[src/rtl/core/cvm_pkg.sv]
// Shared types and constants for the cell voltage monitor.
`default_nettype none
package cvm_pkg;

    localparam int MV_W    = 13;
    localparam int RAW_W   = 16;
    localparam int TOTAL_W = 21;
    localparam int MIN_W   = 16;
    localparam int CNT_W   = 3;
    localparam int CFG_W   = 13;

    localparam logic [RAW_W-1:0]   ERR_CODE   = 16'hFFFF;
    localparam logic [CNT_W-1:0]   COUNT_MAX  = 3'd7;
    localparam logic [TOTAL_W-1:0] TOTAL_MAX  = 21'h1FFFFF;
    localparam logic [MIN_W-1:0]   MIN_INIT   = 16'hFFFF;
    // floor(x / 10) == (x * 52429) >> 19 for every 16-bit x
    localparam logic [RAW_W-1:0]   DIV10_MUL  = 16'd52429;
    localparam int                 DIV10_SHR  = 19;

    localparam logic [CFG_W-1:0]   MIN_MV_RST = 13'd2500;
    localparam logic [CFG_W-1:0]   MAX_MV_RST = 13'd4200;
    localparam logic [CNT_W-1:0]   LIMIT_RST  = 3'd3;

    typedef enum logic [1:0] {
        REG_MIN_CELL_MV = 2'd0,
        REG_MAX_CELL_MV = 2'd1,
        REG_ERROR_LIMIT = 2'd2
    } cfg_reg_t;

    typedef struct packed {
        logic [MV_W-1:0] mv;
        logic            ok;
        logic            cfault;
        logic            limit_hit;
        logic            last;
    } cell_res_t;

    typedef struct packed {
        logic               pass_done;
        logic [TOTAL_W-1:0] total;
        logic               total_updated;
        logic [MIN_W-1:0]   min_mv;
        logic [MV_W-1:0]    max_mv;
        logic               fault;
    } pack_sum_t;

endpackage
`default_nettype wire

[src/rtl/core/cvm_count_mem.sv]
// Per-cell consecutive error count memory with clearing sweep after reset.
`default_nettype none
module cvm_count_mem #(
    parameter int DEPTH = 160,
    parameter int IDX_W = 8
) (
    input  wire logic                      aclk,
    input  wire logic                      aresetn,
    input  wire logic                      rd_en,
    input  wire logic [IDX_W-1:0]          rd_idx,
    output logic      [cvm_pkg::CNT_W-1:0] rd_data,
    input  wire logic                      wr_en,
    input  wire logic [IDX_W-1:0]          wr_idx,
    input  wire logic [cvm_pkg::CNT_W-1:0] wr_data,
    output logic                           busy
);
    import cvm_pkg::*;

    logic [CNT_W-1:0] mem [DEPTH];
    logic [IDX_W-1:0] clr_idx_reg;
    logic             clr_busy_reg;

    assign busy = clr_busy_reg;

    always_ff @(posedge aclk) begin
        if (!aresetn) begin
            clr_idx_reg  <= '0;
            clr_busy_reg <= 1'b1;
        end else if (clr_busy_reg) begin
            if (clr_idx_reg == IDX_W'(DEPTH - 1)) begin
                clr_busy_reg <= 1'b0;
            end
            clr_idx_reg <= clr_idx_reg + 1'b1;
        end
    end

    always_ff @(posedge aclk) begin
        if (clr_busy_reg) begin
            mem[clr_idx_reg] <= '0;
        end else if (wr_en) begin
            mem[wr_idx] <= wr_data;
        end
        if (rd_en) begin
            rd_data <= mem[rd_idx];
        end
    end

endmodule
`default_nettype wire

[src/rtl/core/cvm_pass_accum.sv]
// Running pass total, min, max and flags; builds the pass summary.
`default_nettype none
module cvm_pass_accum (
    input  wire logic               aclk,
    input  wire logic               aresetn,
    input  wire logic               step,
    input  wire cvm_pkg::cell_res_t cell_in,
    output cvm_pkg::pack_sum_t      sum
);
    import cvm_pkg::*;

    logic [TOTAL_W-1:0] run_total_reg, run_total_next;
    logic [MIN_W-1:0]   run_min_reg,   run_min_next;
    logic [MV_W-1:0]    run_max_reg,   run_max_next;
    logic               run_err_reg,   run_err_next;
    logic               run_flt_reg,   run_flt_next;
    logic [TOTAL_W-1:0] held_total_reg;
    logic [TOTAL_W:0]   total_wide;

    always_comb begin
        total_wide = {1'b0, run_total_reg} + {{(TOTAL_W + 1 - MV_W){1'b0}}, cell_in.mv};
        run_total_next = run_total_reg;
        run_min_next   = run_min_reg;
        run_max_next   = run_max_reg;
        if (cell_in.ok) begin
            run_total_next = total_wide[TOTAL_W] ? TOTAL_MAX : total_wide[TOTAL_W-1:0];
            if (MIN_W'(cell_in.mv) < run_min_reg) begin
                run_min_next = MIN_W'(cell_in.mv);
            end
            if (cell_in.mv > run_max_reg) begin
                run_max_next = cell_in.mv;
            end
        end
        run_err_next = run_err_reg | ~cell_in.ok;
        run_flt_next = run_flt_reg | cell_in.cfault | cell_in.limit_hit;

        sum = '0;
        if (cell_in.last) begin
            sum.pass_done     = 1'b1;
            sum.total         = run_err_next ? held_total_reg : run_total_next;
            sum.total_updated = ~run_err_next;
            sum.min_mv        = run_min_next;
            sum.max_mv        = run_max_next;
            sum.fault         = run_flt_next;
        end
    end

    always_ff @(posedge aclk) begin
        if (!aresetn) begin
            run_total_reg  <= '0;
            run_min_reg    <= MIN_INIT;
            run_max_reg    <= '0;
            run_err_reg    <= 1'b0;
            run_flt_reg    <= 1'b0;
            held_total_reg <= '0;
        end else if (step) begin
            if (cell_in.last) begin
                run_total_reg <= '0;
                run_min_reg   <= MIN_INIT;
                run_max_reg   <= '0;
                run_err_reg   <= 1'b0;
                run_flt_reg   <= 1'b0;
                if (!run_err_next) begin
                    held_total_reg <= run_total_next;
                end
            end else begin
                run_total_reg <= run_total_next;
                run_min_reg   <= run_min_next;
                run_max_reg   <= run_max_next;
                run_err_reg   <= run_err_next;
                run_flt_reg   <= run_flt_next;
            end
        end
    end

endmodule
`default_nettype wire

[src/rtl/core/cell_voltage_monitor.sv]
// Top level of the battery cell voltage window monitor.
//
//  channel  dir  ports                                 content
//  s_       in   s_tvalid s_tready s_tdata s_tlast     one raw cell reading
//  m_       out  m_tvalid m_tready m_tdata m_tlast     per-cell result, pass summary
//  cfg_     in   cfg_wr_en cfg_index cfg_data          threshold and limit writes
//
// One reading per cycle sustained if m_tready is high; a reading reaches m_tvalid via two
// register stages (divide-by-10 multiply and count memory read; count update, output reg).
// The count memory read-modify-write spans two stages; a forwarded last write
// covers back-to-back readings of the same cell.
// After reset, s_tready stays low while all BANKS*CELLS_PER_BANK entries of the
// count memory are cleared. A stalled m_tready holds every stage in place.
`default_nettype none
module cell_voltage_monitor #(
    parameter int BANKS          = 8,
    parameter int CELLS_PER_BANK = 20
) (
    input  wire logic        aclk,
    input  wire logic        aresetn,
    input  wire logic        s_tvalid,
    output logic             s_tready,
    input  wire logic [23:0] s_tdata,   // bank[2:0] cell_req[7:3] raw_reading[23:8]
    input  wire logic        s_tlast,   // last_of_pass
    output logic             m_tvalid,
    input  wire logic        m_tready,
    // cell_mv[12:0] reading_ok[13] cell_fault[14] error_limit_hit[15]
    // pack_total_mv[36:16] total_updated[37] pack_min_mv[53:38]
    // pack_max_mv[66:54] pack_fault[67] zero[71:68]
    output logic [71:0]      m_tdata,
    output logic             m_tlast,   // pass_done
    input  wire logic        cfg_wr_en,
    input  wire logic [1:0]  cfg_index,
    input  wire logic [12:0] cfg_data
);
    import cvm_pkg::*;

    localparam int NUM_CELLS = BANKS * CELLS_PER_BANK;
    localparam int IDX_W     = (NUM_CELLS > 1) ? $clog2(NUM_CELLS) : 1;

    logic [CFG_W-1:0] min_mv_reg;
    logic [CFG_W-1:0] max_mv_reg;
    logic [CNT_W-1:0] limit_reg;

    always_ff @(posedge aclk) begin
        if (!aresetn) begin
            min_mv_reg <= MIN_MV_RST;
            max_mv_reg <= MAX_MV_RST;
            limit_reg  <= LIMIT_RST;
        end else if (cfg_wr_en) begin
            case (cfg_reg_t'(cfg_index))
                REG_MIN_CELL_MV: min_mv_reg <= cfg_data;
                REG_MAX_CELL_MV: max_mv_reg <= cfg_data;
                REG_ERROR_LIMIT: limit_reg  <= cfg_data[CNT_W-1:0];
                default: ;
            endcase
        end
    end

    // stage 0: decode, divide by 10, memory read
    logic [2:0]         in_bank;
    logic [4:0]         in_cell;
    logic [RAW_W-1:0]   in_raw;
    logic               in_range;
    logic [IDX_W-1:0]   in_idx;
    logic [2*RAW_W-1:0] in_prod;
    logic               s_xfer;

    assign in_bank  = s_tdata[2:0];
    assign in_cell  = s_tdata[7:3];
    assign in_raw   = s_tdata[23:8];
    assign in_range = (32'(in_bank) < 32'(BANKS)) && (32'(in_cell) < 32'(CELLS_PER_BANK));
    assign in_idx   = in_range ? IDX_W'(32'(in_bank) * 32'(CELLS_PER_BANK) + 32'(in_cell))
                               : '0;
    assign in_prod  = in_raw * DIV10_MUL;

    logic             s1_valid_reg;
    logic [MV_W-1:0]  s1_mv_reg;
    logic             s1_ok_reg;
    logic             s1_last_reg;
    logic             s1_range_reg;
    logic [IDX_W-1:0] s1_idx_reg;

    logic             out_free;
    logic             s1_adv;
    logic             clr_busy;

    assign out_free = !m_tvalid || m_tready;
    assign s1_adv   = s1_valid_reg && out_free;
    assign s_tready = !clr_busy && (!s1_valid_reg || out_free);
    assign s_xfer   = s_tvalid && s_tready;

    always_ff @(posedge aclk) begin
        if (!aresetn) begin
            s1_valid_reg <= 1'b0;
        end else if (s_xfer) begin
            s1_valid_reg <= 1'b1;
        end else if (s1_adv) begin
            s1_valid_reg <= 1'b0;
        end
    end

    always_ff @(posedge aclk) begin
        if (s_xfer) begin
            s1_mv_reg    <= in_prod[2*RAW_W-1:DIV10_SHR];
            s1_ok_reg    <= (in_raw != ERR_CODE);
            s1_last_reg  <= s_tlast;
            s1_range_reg <= in_range;
            s1_idx_reg   <= in_idx;
        end
    end

    // stage 1: count update with forwarding, window check
    logic [CNT_W-1:0] rd_cnt;
    logic [CNT_W-1:0] cnt_cur;
    logic [CNT_W-1:0] cnt_inc;
    logic [CNT_W-1:0] cnt_new;
    logic             wr_en;
    logic             fwd_valid_reg;
    logic [IDX_W-1:0] fwd_idx_reg;
    logic [CNT_W-1:0] fwd_cnt_reg;
    cell_res_t        cell_res;
    pack_sum_t        pack_sum;

    cvm_count_mem #(
        .DEPTH (NUM_CELLS),
        .IDX_W (IDX_W)
    ) u_count_mem (
        .aclk    (aclk),
        .aresetn (aresetn),
        .rd_en   (s_xfer),
        .rd_idx  (in_idx),
        .rd_data (rd_cnt),
        .wr_en   (wr_en),
        .wr_idx  (s1_idx_reg),
        .wr_data (cnt_new),
        .busy    (clr_busy)
    );

    always_comb begin
        cnt_cur = (fwd_valid_reg && (fwd_idx_reg == s1_idx_reg)) ? fwd_cnt_reg : rd_cnt;
        cnt_inc = (cnt_cur == COUNT_MAX) ? cnt_cur : cnt_cur + 1'b1;
        cnt_new = s1_ok_reg ? '0 : cnt_inc;
        wr_en   = s1_adv && s1_range_reg;

        cell_res.mv        = s1_ok_reg ? s1_mv_reg : '0;
        cell_res.ok        = s1_ok_reg;
        cell_res.cfault    = s1_ok_reg && ((s1_mv_reg < min_mv_reg) || (s1_mv_reg > max_mv_reg));
        cell_res.limit_hit = !s1_ok_reg && s1_range_reg && (cnt_inc > limit_reg);
        cell_res.last      = s1_last_reg;
    end

    always_ff @(posedge aclk) begin
        if (!aresetn) begin
            fwd_valid_reg <= 1'b0;
        end else if (wr_en) begin
            fwd_valid_reg <= 1'b1;
        end
    end

    always_ff @(posedge aclk) begin
        if (wr_en) begin
            fwd_idx_reg <= s1_idx_reg;
            fwd_cnt_reg <= cnt_new;
        end
    end

    cvm_pass_accum u_pass_accum (
        .aclk    (aclk),
        .aresetn (aresetn),
        .step    (s1_adv),
        .cell_in (cell_res),
        .sum     (pack_sum)
    );

    // output register
    logic        m_valid_reg;
    logic [71:0] m_data_reg;
    logic        m_last_reg;

    always_ff @(posedge aclk) begin
        if (!aresetn) begin
            m_valid_reg <= 1'b0;
        end else if (out_free) begin
            m_valid_reg <= s1_valid_reg;
        end
    end

    always_ff @(posedge aclk) begin
        if (s1_adv) begin
            m_data_reg <= {4'b0, pack_sum.fault, pack_sum.max_mv, pack_sum.min_mv,
                           pack_sum.total_updated, pack_sum.total,
                           cell_res.limit_hit, cell_res.cfault, cell_res.ok, cell_res.mv};
            m_last_reg <= pack_sum.pass_done;
        end
    end

    assign m_tvalid = m_valid_reg;
    assign m_tdata  = m_data_reg;
    assign m_tlast  = m_last_reg;

endmodule
`default_nettype wire

[config.mk]
export PLATFORM = sky130hd
export DESIGN_NAME = cell_voltage_monitor
export DESIGN_NICKNAME = d
export VERILOG_FILES = /design/src/rtl/core/cvm_pkg.sv /design/src/rtl/core/cvm_count_mem.sv /design/src/rtl/core/cvm_pass_accum.sv /design/src/rtl/core/cell_voltage_monitor.sv
export SDC_FILE = /design/constraint.sdc
export NUM_CORES = 1
export LEC_CHECK = 0
export ABC_AREA = 1
export BUFFER_PORTS_ARGS = -buffer_cell sky130_fd_sc_hd__buf_2
export CELL_PAD_IN_SITES_DETAIL_PLACEMENT = 0
export CELL_PAD_IN_SITES_GLOBAL_PLACEMENT = 1
export CORE_MARGIN = 5
export CORE_UTILIZATION = 53
export DETAILED_ROUTE_END_ITERATION = 12
export GPL_TIMING_DRIVEN = 0
export PLACE_DENSITY_LB_ADDON = 0.1
export SLEW_MARGIN = 20
export SYNTH_ARGS = -nofsm -noshare
export SYNTH_HDL_FRONTEND = slang
export SYNTH_HIERARCHICAL = 1
export SYNTH_SLANG_ARGS = --single-unit
[constraint.sdc]
create_clock -name aclk -period 21.9 [get_ports aclk]
set_input_delay 3.285 -clock aclk [delete_from_list [all_inputs] [get_ports aclk]]
set_output_delay 3.285 -clock aclk [all_outputs]
set_load 0.01 [all_outputs]
==> qor_table.md, run 1 <==
| Stage | Quantity | Reported |
| --- | --- | --- |
| outcome | Run status | finished clean |
| clocking | Clk Latency, worst-skew pair | 0.63 ns |
| clocking | # Post-CTS Setup Buffers | 0 |
| drt | Total wire length after detailed routing | 108000 um |
| final layout | Final core utilization | 60.1% |
| logic synthesis | Cell count after synthesis | 3937 |
| timing | Max-slew headroom | 22.4% |
| logic synthesis | Post-Syn Area per Cell | 9.44 um^2 |
| final layout | Final antenna diode count | 0 |
| run | Max_cap viols | 0 |
| timing | Final Setup Violations | 0 |
| min path | Worst min-delay path category | register to register |
| placed design | Pre-CTS worst setup slack | 13.55 ns |
| worst setup path | Crit Path Category | input port to register |
| final layout | Nets@finish | 4483 |
| logic synthesis | Post-synth cell types | 55 |
| final layout | Fraction of final layout cells sized beyond drive strength 1 | 10.9% |
| logic synthesis | Async set or reset register ratio after synthesis | 0% |
| timing | Setup repair after global routing missed its margin | false |
| timing | Min Clock Period, post-route | 7.75 ns |
| floorplan | Die Span Y | 275 um |
| placed design | Placer Congestion | 0.924 |
| final layout | Register ranked first by flip-flop count | u_count_mem/mem |
| global routing | Via count of the first global-routing pass | 27453 |
| global routing | Total routing usage reported by global routing | 28.6% |
| worst setup path | Crit end category | register |
| timing | Crit share post-route | 35.4% |
| worst setup path | Startpoint type of the worst setup path | input port |
| floorplan | Number of top-level design ports | 120 |
| worst setup path | Timing startpoint of the critical path | s_tdata[12] |
| clocking | CTS tree | built |
| clocking | Post-cts repair resize count | 0 |
| clocking | Count of hold buffers inserted by post-cts repair | 0 |
| clocking | Num CTS Buffers | 77 |
| floorplan | Die area | 75500 um^2 |
| placed design | I/O Buffers | 115 |
| drt | Via count | 28551 |
| logic synthesis | Top cell type's share of synthesized area | 47.4% |
| logic synthesis | Count leader, synth | nand2_1 |
| logic synthesis | Netlist Area Pre-Place | 37200 um^2 |
| clocking | Number of buffers on the longest clock path | 3 |
| logic synthesis | Ranking of synthesized cells by instance count | 928 x nand2_1, 587 x edfxtp_1, 520 x nand3_1 |
| timing | Worst Hold Slack | 0.448 ns |
| logic synthesis | Sequential area share after synthesis | 53.6% |
| floorplan | Die boundary width | 275 um |
| timing | Final hold violations | 0 |
| logic synthesis | Yosys warns | 6 |
| logic synthesis | Most area-hungry cell type in the Yosys netlist | edfxtp_1 |
| timing | Slew @ Worst Pin | 1.16 ns |
| floorplan | Number of standard-cell rows in the floorplan | 97 |
| power and ir drop | Maximum VDD drop | 0.0000682 V |
| logic synthesis | Number of synthesized flops with an enable pin | 587 |
| drt | Post-route DRC | 0 |
| drt | Number of iterations in the first detailed-routing pass | 6 |
| worst setup path | Arrival time at the worst endpoint | 8.13 ns |
| drt | Number of antenna-violating nets in the routed design | 0 |
| clocking | Reg clk slew, reported paths | 0.06 ns |
| global routing | Maximum number of pins on one net before global-route repair | 45 |
| global routing | Grt ovf | 0 |
| logic synthesis | Top FF cell, synth | edfxtp_1 |
| floorplan | Core area | 69800 um^2 |
| timing | Max Freq | 129 MHz |
| placed design | Sum of net half-perimeters after detailed placement | 81400 um |
| drt | Vias per std cell | 5.54 |
| timing | Post-route setup TNS | 0 ns |
| power and ir drop | Leakage Power | 17.8 nW |
| clocking | Number of levels in the clock H-tree | 3 |
| final layout | Final instance count without filler cells | 5153 |
| timing | Clock skew after layout | 0.0295 ns |
| worst setup path | FF-to-FF Start | m_tvalid |
| final layout | Number of flip-flops under the largest register name | 480 |
| timing | Max-slew violation count | 0 |
| worst setup path | Max FO, Critical Path | 6 |
| min path | Hold Path Origin | u_pass_accum/held_total_reg[0] |
| placed design | Post-placement cell count | 5013 |
| global routing | Initial antenna violation count | 2 |
| power and ir drop | Power density over the cells | 91.0 nW/um^2 |
| final layout | Layout-stage area growth over the synthesis result | 12.8% |
| drt | First-iteration detailed-routing DRC count | 3277 |
| logic synthesis | Yosys reg bits | 701 |
| clocking | Root Buffer Master | clkbuf_16 |
| drt | Post-detailed-route wirelength per cell | 21.0 um |
| worst setup path | Worst setup slack for register-to-register paths | 18.33 ns |
| logic synthesis | Top cells by area in the synthesized netlist | edfxtp_1 47%, nand2_1 9.4%, nand3_1 7.0% |
| timing | Min setup slack post-route | 14.15 ns |
| worst setup path | Req. time, crit path | 22.28 ns |
| clocking | TritonCTS sink count | 701 |
| final layout | Filler Cells Inserted | 6098 |
| global routing | Global-route wire length before repair | 164000 um |
| floorplan | Initial Util | 53.3% |
area by class of cell:
type	instances	area, um^2	area share (%)
Clock buffer	86	1970	4.70
Buffer	165	882	2.10
Multi-Input combinational cell	2615	14700	35.1
Tap cell	940	1180	2.81
Sequential cell	701	19900	47.5
Inverter	459	1730	4.12
Timing Repair Buffer	133	1000	2.39
Clock inverter	54	547	1.30
worst paths after layout:
path	endpoint	cells after the start
max	s1_mv_reg[9]	21
min	u_pass_accum/held_total_reg[0]	2
max reg2reg	u_count_mem/mem[127][2]	12
min reg2reg	u_pass_accum/held_total_reg[0]	2
power by group:
part	total, mW	switching [mW]	internal (mW)	leakage, nW
sequential	1.46	0.00128	1.45	6.45
combinational	1.07	0.700	0.368	10.1
clock	1.29	0.544	0.749	1.22
cells by family after synthesis:
| family | share of synthesized area, % |
|---|---|
| simple gates | 22.9 |
| buf+inv | 7.01 |
| flops | 53.6 |
| fa+ha+maj | 11.3 |
| compound gates | 4.83 |
| other cells | 0.0101 |
| xor+xnor | 0.448 |
critical path, stage by stage:
cell     delay [ns]
buf_2          0.15
ha_1           0.41
xor2_1         0.18
ha_1           0.32
fa_1           0.54
inv_1          0.05
fa_1           0.53
inv_1          0.05
fa_1           0.56
inv_1          0.07
fa_1           0.53
inv_1          0.04
ha_1           0.36
a21oi_1        0.21
o21ai_0        0.16
a21oi_1        0.25
nor2_1         0.13
nor2_1         0.14
nand2_1        0.07
nand2_1        0.06
nand2_1        0.04
through the flow:
step                      cell area (um^2)  total power, mW
after floorplan                      37200             2.26
after global placement               38900             2.54
after detailed placement             39400             2.54
after CTS                            41900             3.83
after global routing                 41900             4.05
final                                41900             3.82
routing by layer:
layer	global-route usage (%)	wire length, um	vias up
li1	-	-	13587
met1	41.7	46800	13542
met2	44.8	48400	1216
met3	5.15	10200	206
met4	7.83	3010	0
met5	0	0	-
layout by cell type (no fill, tap or decap), types with 6 or more instances in the layout:
| cell | n |
|---|---|
| o21ai_0 | 110 |
| inv_2 | 22 |
| buf_12 | 9 |
| clkinv_2 | 14 |
| nand2_2 | 23 |
| dfxtp_1 | 114 |
| nand2_1 | 928 |
| a21oi_1 | 136 |
| or2_2 | 21 |
| buf_4 | 23 |
| inv_1 | 431 |
| o211ai_1 | 16 |
| nor2_2 | 19 |
| nor4_1 | 6 |
| nor3_1 | 19 |
| clkbuf_1 | 64 |
| nand4_1 | 30 |
| fa_1 | 81 |
| ha_1 | 205 |
| o21ai_2 | 7 |
| a21o_1 | 6 |
| o22ai_1 | 8 |
| bufinv_16 | 8 |
| xor2_1 | 15 |
| edfxtp_1 | 587 |
| clkbuf_16 | 77 |
| buf_16 | 9 |
| o221ai_1 | 16 |
| buf_2 | 181 |
| nor2_4 | 6 |
| buf_1 | 8 |
| clkinv_1 | 22 |
| buf_6 | 11 |
| nor2_1 | 394 |
| nand3_1 | 520 |
(Power assumes the default switching activity.)
==> inputs of run 2 (changes only) <==
- CORE_UTILIZATION: 53 -> 45
- clock period: 21.9 -> 6.9 ns (I/O delays scaled with it)
==> run 2 against run 1 <==
Global-route usage is 3.7 points lower. Count of clock-buffer cells in the layout is 11 higher. Wire length is 4.2% higher. Die area is 17% higher. Clock power grew to 3.3 times the previous value. Clock skew is 0.0085 ns higher. Final cell count is 2.8% higher. Register-to-register slack worse by 15 ns. Flip-flop and latch count stayed put. First-iteration DRC count is 26% lower. Critical path type unchanged.
==> qor_table.md, run 2 (synthesis gave the netlist of run 1 again) <==
| Stage | Quantity | Reported |
| --- | --- | --- |
| min path | Hold Path Cell Cnt | 2 |
| worst setup path | Worst-path cell chain | buf_2 -> ha_1 -> xor2_1 -> ha_1 -> fa_1 -> inv_1 -> fa_1 -> inv_1 -> fa_1 -> inv_1 -> fa_1 -> inv_1 -> ha_1 -> a21oi_1 -> o21ai_0 -> a21oi_1 -> nor2_1 -> nor2_1 -> nand2_1 -> nand2_1 -> nand2_1 |
| worst setup path | Req. time, crit path | 7.27 ns |
| timing | Max-slew headroom | 24.8% |
| global routing | Maximum number of pins on one net before global-route repair | 46 |
| timing | Slew @ Worst Pin | 1.13 ns |
| floorplan | Die boundary width | 297 um |
| worst setup path | Worst path max stage delay | 0.55 ns |
| floorplan | Core area | 82000 um^2 |
| timing | Max-slew violation count | 0 |
| final layout | Fraction of final layout cells sized beyond drive strength 1 | 11.0% |
| final layout | Layout-stage area growth over the synthesis result | 13.7% |
| final layout | Register ranked first by flip-flop count | u_count_mem/mem |
| floorplan | Die Span Y | 297 um |
| worst setup path | Logic depth of the worst register-to-register path | 18 |
| clocking | Number of buffers on the longest clock path | 3 |
| timing | Final hold violations | 0 |
| floorplan | Die area | 88500 um^2 |
| floorplan | Number of top-level design ports | 120 |
| final layout | Nets@finish | 4488 |
| drt | Number of iterations in the first detailed-routing pass | 5 |
| clocking | Number of levels in the clock H-tree | 3 |
| clocking | Post-cts repair resize count | 0 |
| drt | Total wire length after detailed routing | 113000 um |
| run | Max_cap viols | 0 |
| clocking | Num CTS Buffers | 81 |
| final layout | Most common cell after layout, fill and taps aside | nand2_1 |
| floorplan | Number of standard-cell rows in the floorplan | 105 |
| drt | Number of antenna-violating nets in the routed design | 0 |
| drt | Post-route DRC | 0 |
| timing | Setup repair after global routing missed its margin | false |
| power and ir drop | Power density over the cells | 290 nW/um^2 |
| placed design | Post-placement cell count | 5144 |
| floorplan | Initial Util | 45.3% |
| worst setup path | Startpoint type of the worst setup path | input port |
| clocking | Root Buffer Master | clkbuf_16 |
| worst setup path | Crit Path Category | input port to register |
| timing | Crit share post-route | 79.7% |
| global routing | Grt ovf | 0 |
| min path | Worst min-delay path category | register to register |
| timing | Clock skew after layout | 0.0380 ns |
| placed design | Sum of net half-perimeters after detailed placement | 85400 um |
| worst setup path | Timing startpoint of the critical path | s_tdata[12] |
| power and ir drop | Maximum VDD drop | 0.000208 V |
| worst setup path | Worst setup slack for register-to-register paths | 3.15 ns |
| placed design | Placer Congestion | 0.910 |
| clocking | TritonCTS sink count | 701 |
| global routing | Via count of the first global-routing pass | 27287 |
| timing | Final Setup Violations | 0 |
| worst setup path | Endpoint of the most critical register-to-register path | m_tdata[24] |
| drt | Vias per std cell | 5.33 |
| outcome | Run status | finished clean |
| timing | Max Freq | 182 MHz |
| placed design | I/O Buffers | 115 |
| final layout | Final instance count without filler cells | 5299 |
| final layout | Top library cells by usage in the layout, fill and taps aside | 928 x nand2_1, 587 x edfxtp_1, 520 x nand3_1 |
| global routing | Total routing usage reported by global routing | 25.0% |
| worst setup path | Max FO, Critical Path | 6 |
| clocking | Reg clk slew, reported paths | 0.06 ns |
| worst setup path | Slowest stage cell, crit path | fa_1 |
| worst setup path | FF-to-FF Start | s1_ok_reg |
| drt | First-iteration detailed-routing DRC count | 2412 |
| timing | Min Clock Period, post-route | 5.50 ns |
| timing | Worst Hold Slack | 0.448 ns |
| clocking | Count of hold buffers inserted by post-cts repair | 0 |
| global routing | Initial antenna violation count | 3 |
| worst setup path | Arrival time at the worst endpoint | 5.87 ns |
| clocking | # Post-CTS Setup Buffers | 0 |
| worst setup path | Crit end category | register |
| min path | Hold Path Origin | u_pass_accum/held_total_reg[4] |
| global routing | Global-route wire length before repair | 168000 um |
| drt | Post-detailed-route wirelength per cell | 21.3 um |
| power and ir drop | Leakage Power | 17.8 nW |
| timing | Post-route setup TNS | 0 ns |
| final layout | Number of flip-flops under the largest register name | 480 |
| drt | Via count | 28235 |
| clocking | Clk Latency, worst-skew pair | 0.64 ns |
| power and ir drop | Overall Power | 12.3 mW |
| clocking | CTS tree | built |
| min path | Hold worst-path end | u_pass_accum/held_total_reg[4] |
==> run 2: how the worst max path moves through the flow <==
stage	to	cells after the start
4_1_cts	s1_mv_reg[9]	21
5_1_grt	s1_mv_reg[9]	21
3_5_place_dp	s1_mv_reg[9]	21
3_3_place_gp	u_count_mem/mem[88][2]	8
2_1_floorplan	s1_mv_reg[12]	19
6_report	s1_mv_reg[9]	21
==> run 2: critical path: cells and delay by family <==
family	cells	cell delay, ns
AND/OR/NAND/NOR	5	0.44
AO/OA/AOI/OAI	3	0.61
XOR/XNOR	1	0.18
buffers and inverters	5	0.37
adder cells (fa/ha/maj)	7	3.23
==> run 2: report_power, final <==
group / leakage, nW / switching [mW] / internal, mW
clock: 1.30 / 1.79 / 2.48
sequential: 6.40 / 0.00446 / 4.62
combinational: 10.1 / 2.22 / 1.17
==> run 2: layout make-up <==
cell class / count / area, um^2
flip-flops and latches: 701 / 19900
clock buffers: 97 / 2120
repair buffers: 134 / 1040
clock inverters: 54 / 547
plain buffers: 165 / 882
inverters: 459 / 1730
fillers: 7714 / 39700
well taps: 1070 / 1340
diodes: 4 / 10.0
multi-input cells: 2615 / 14700
==> run 2: per-stage QoR <==
step           utilization, %  area [um^2]  setup slack, ns
6_report                 51.6        42300             1.40
5_1_grt                  51.6        42300             1.12
4_1_cts                  51.6        42300             1.44
3_5_place_dp             48.3        39600            0.780
3_3_place_gp             47.7        39100            -2.31
2_1_floorplan               -        37200             1.44
==> run 2: layer usage <==
layer / GRT usage, % / up-vias / routed length (um)
li1: - / 13622 / -
met1: 36.0 / 13508 / 50500
met2: 39.5 / 935 / 51000
met3: 4.51 / 170 / 8570
met4: 6.29 / 0 / 2950
met5: 0 / - / 0
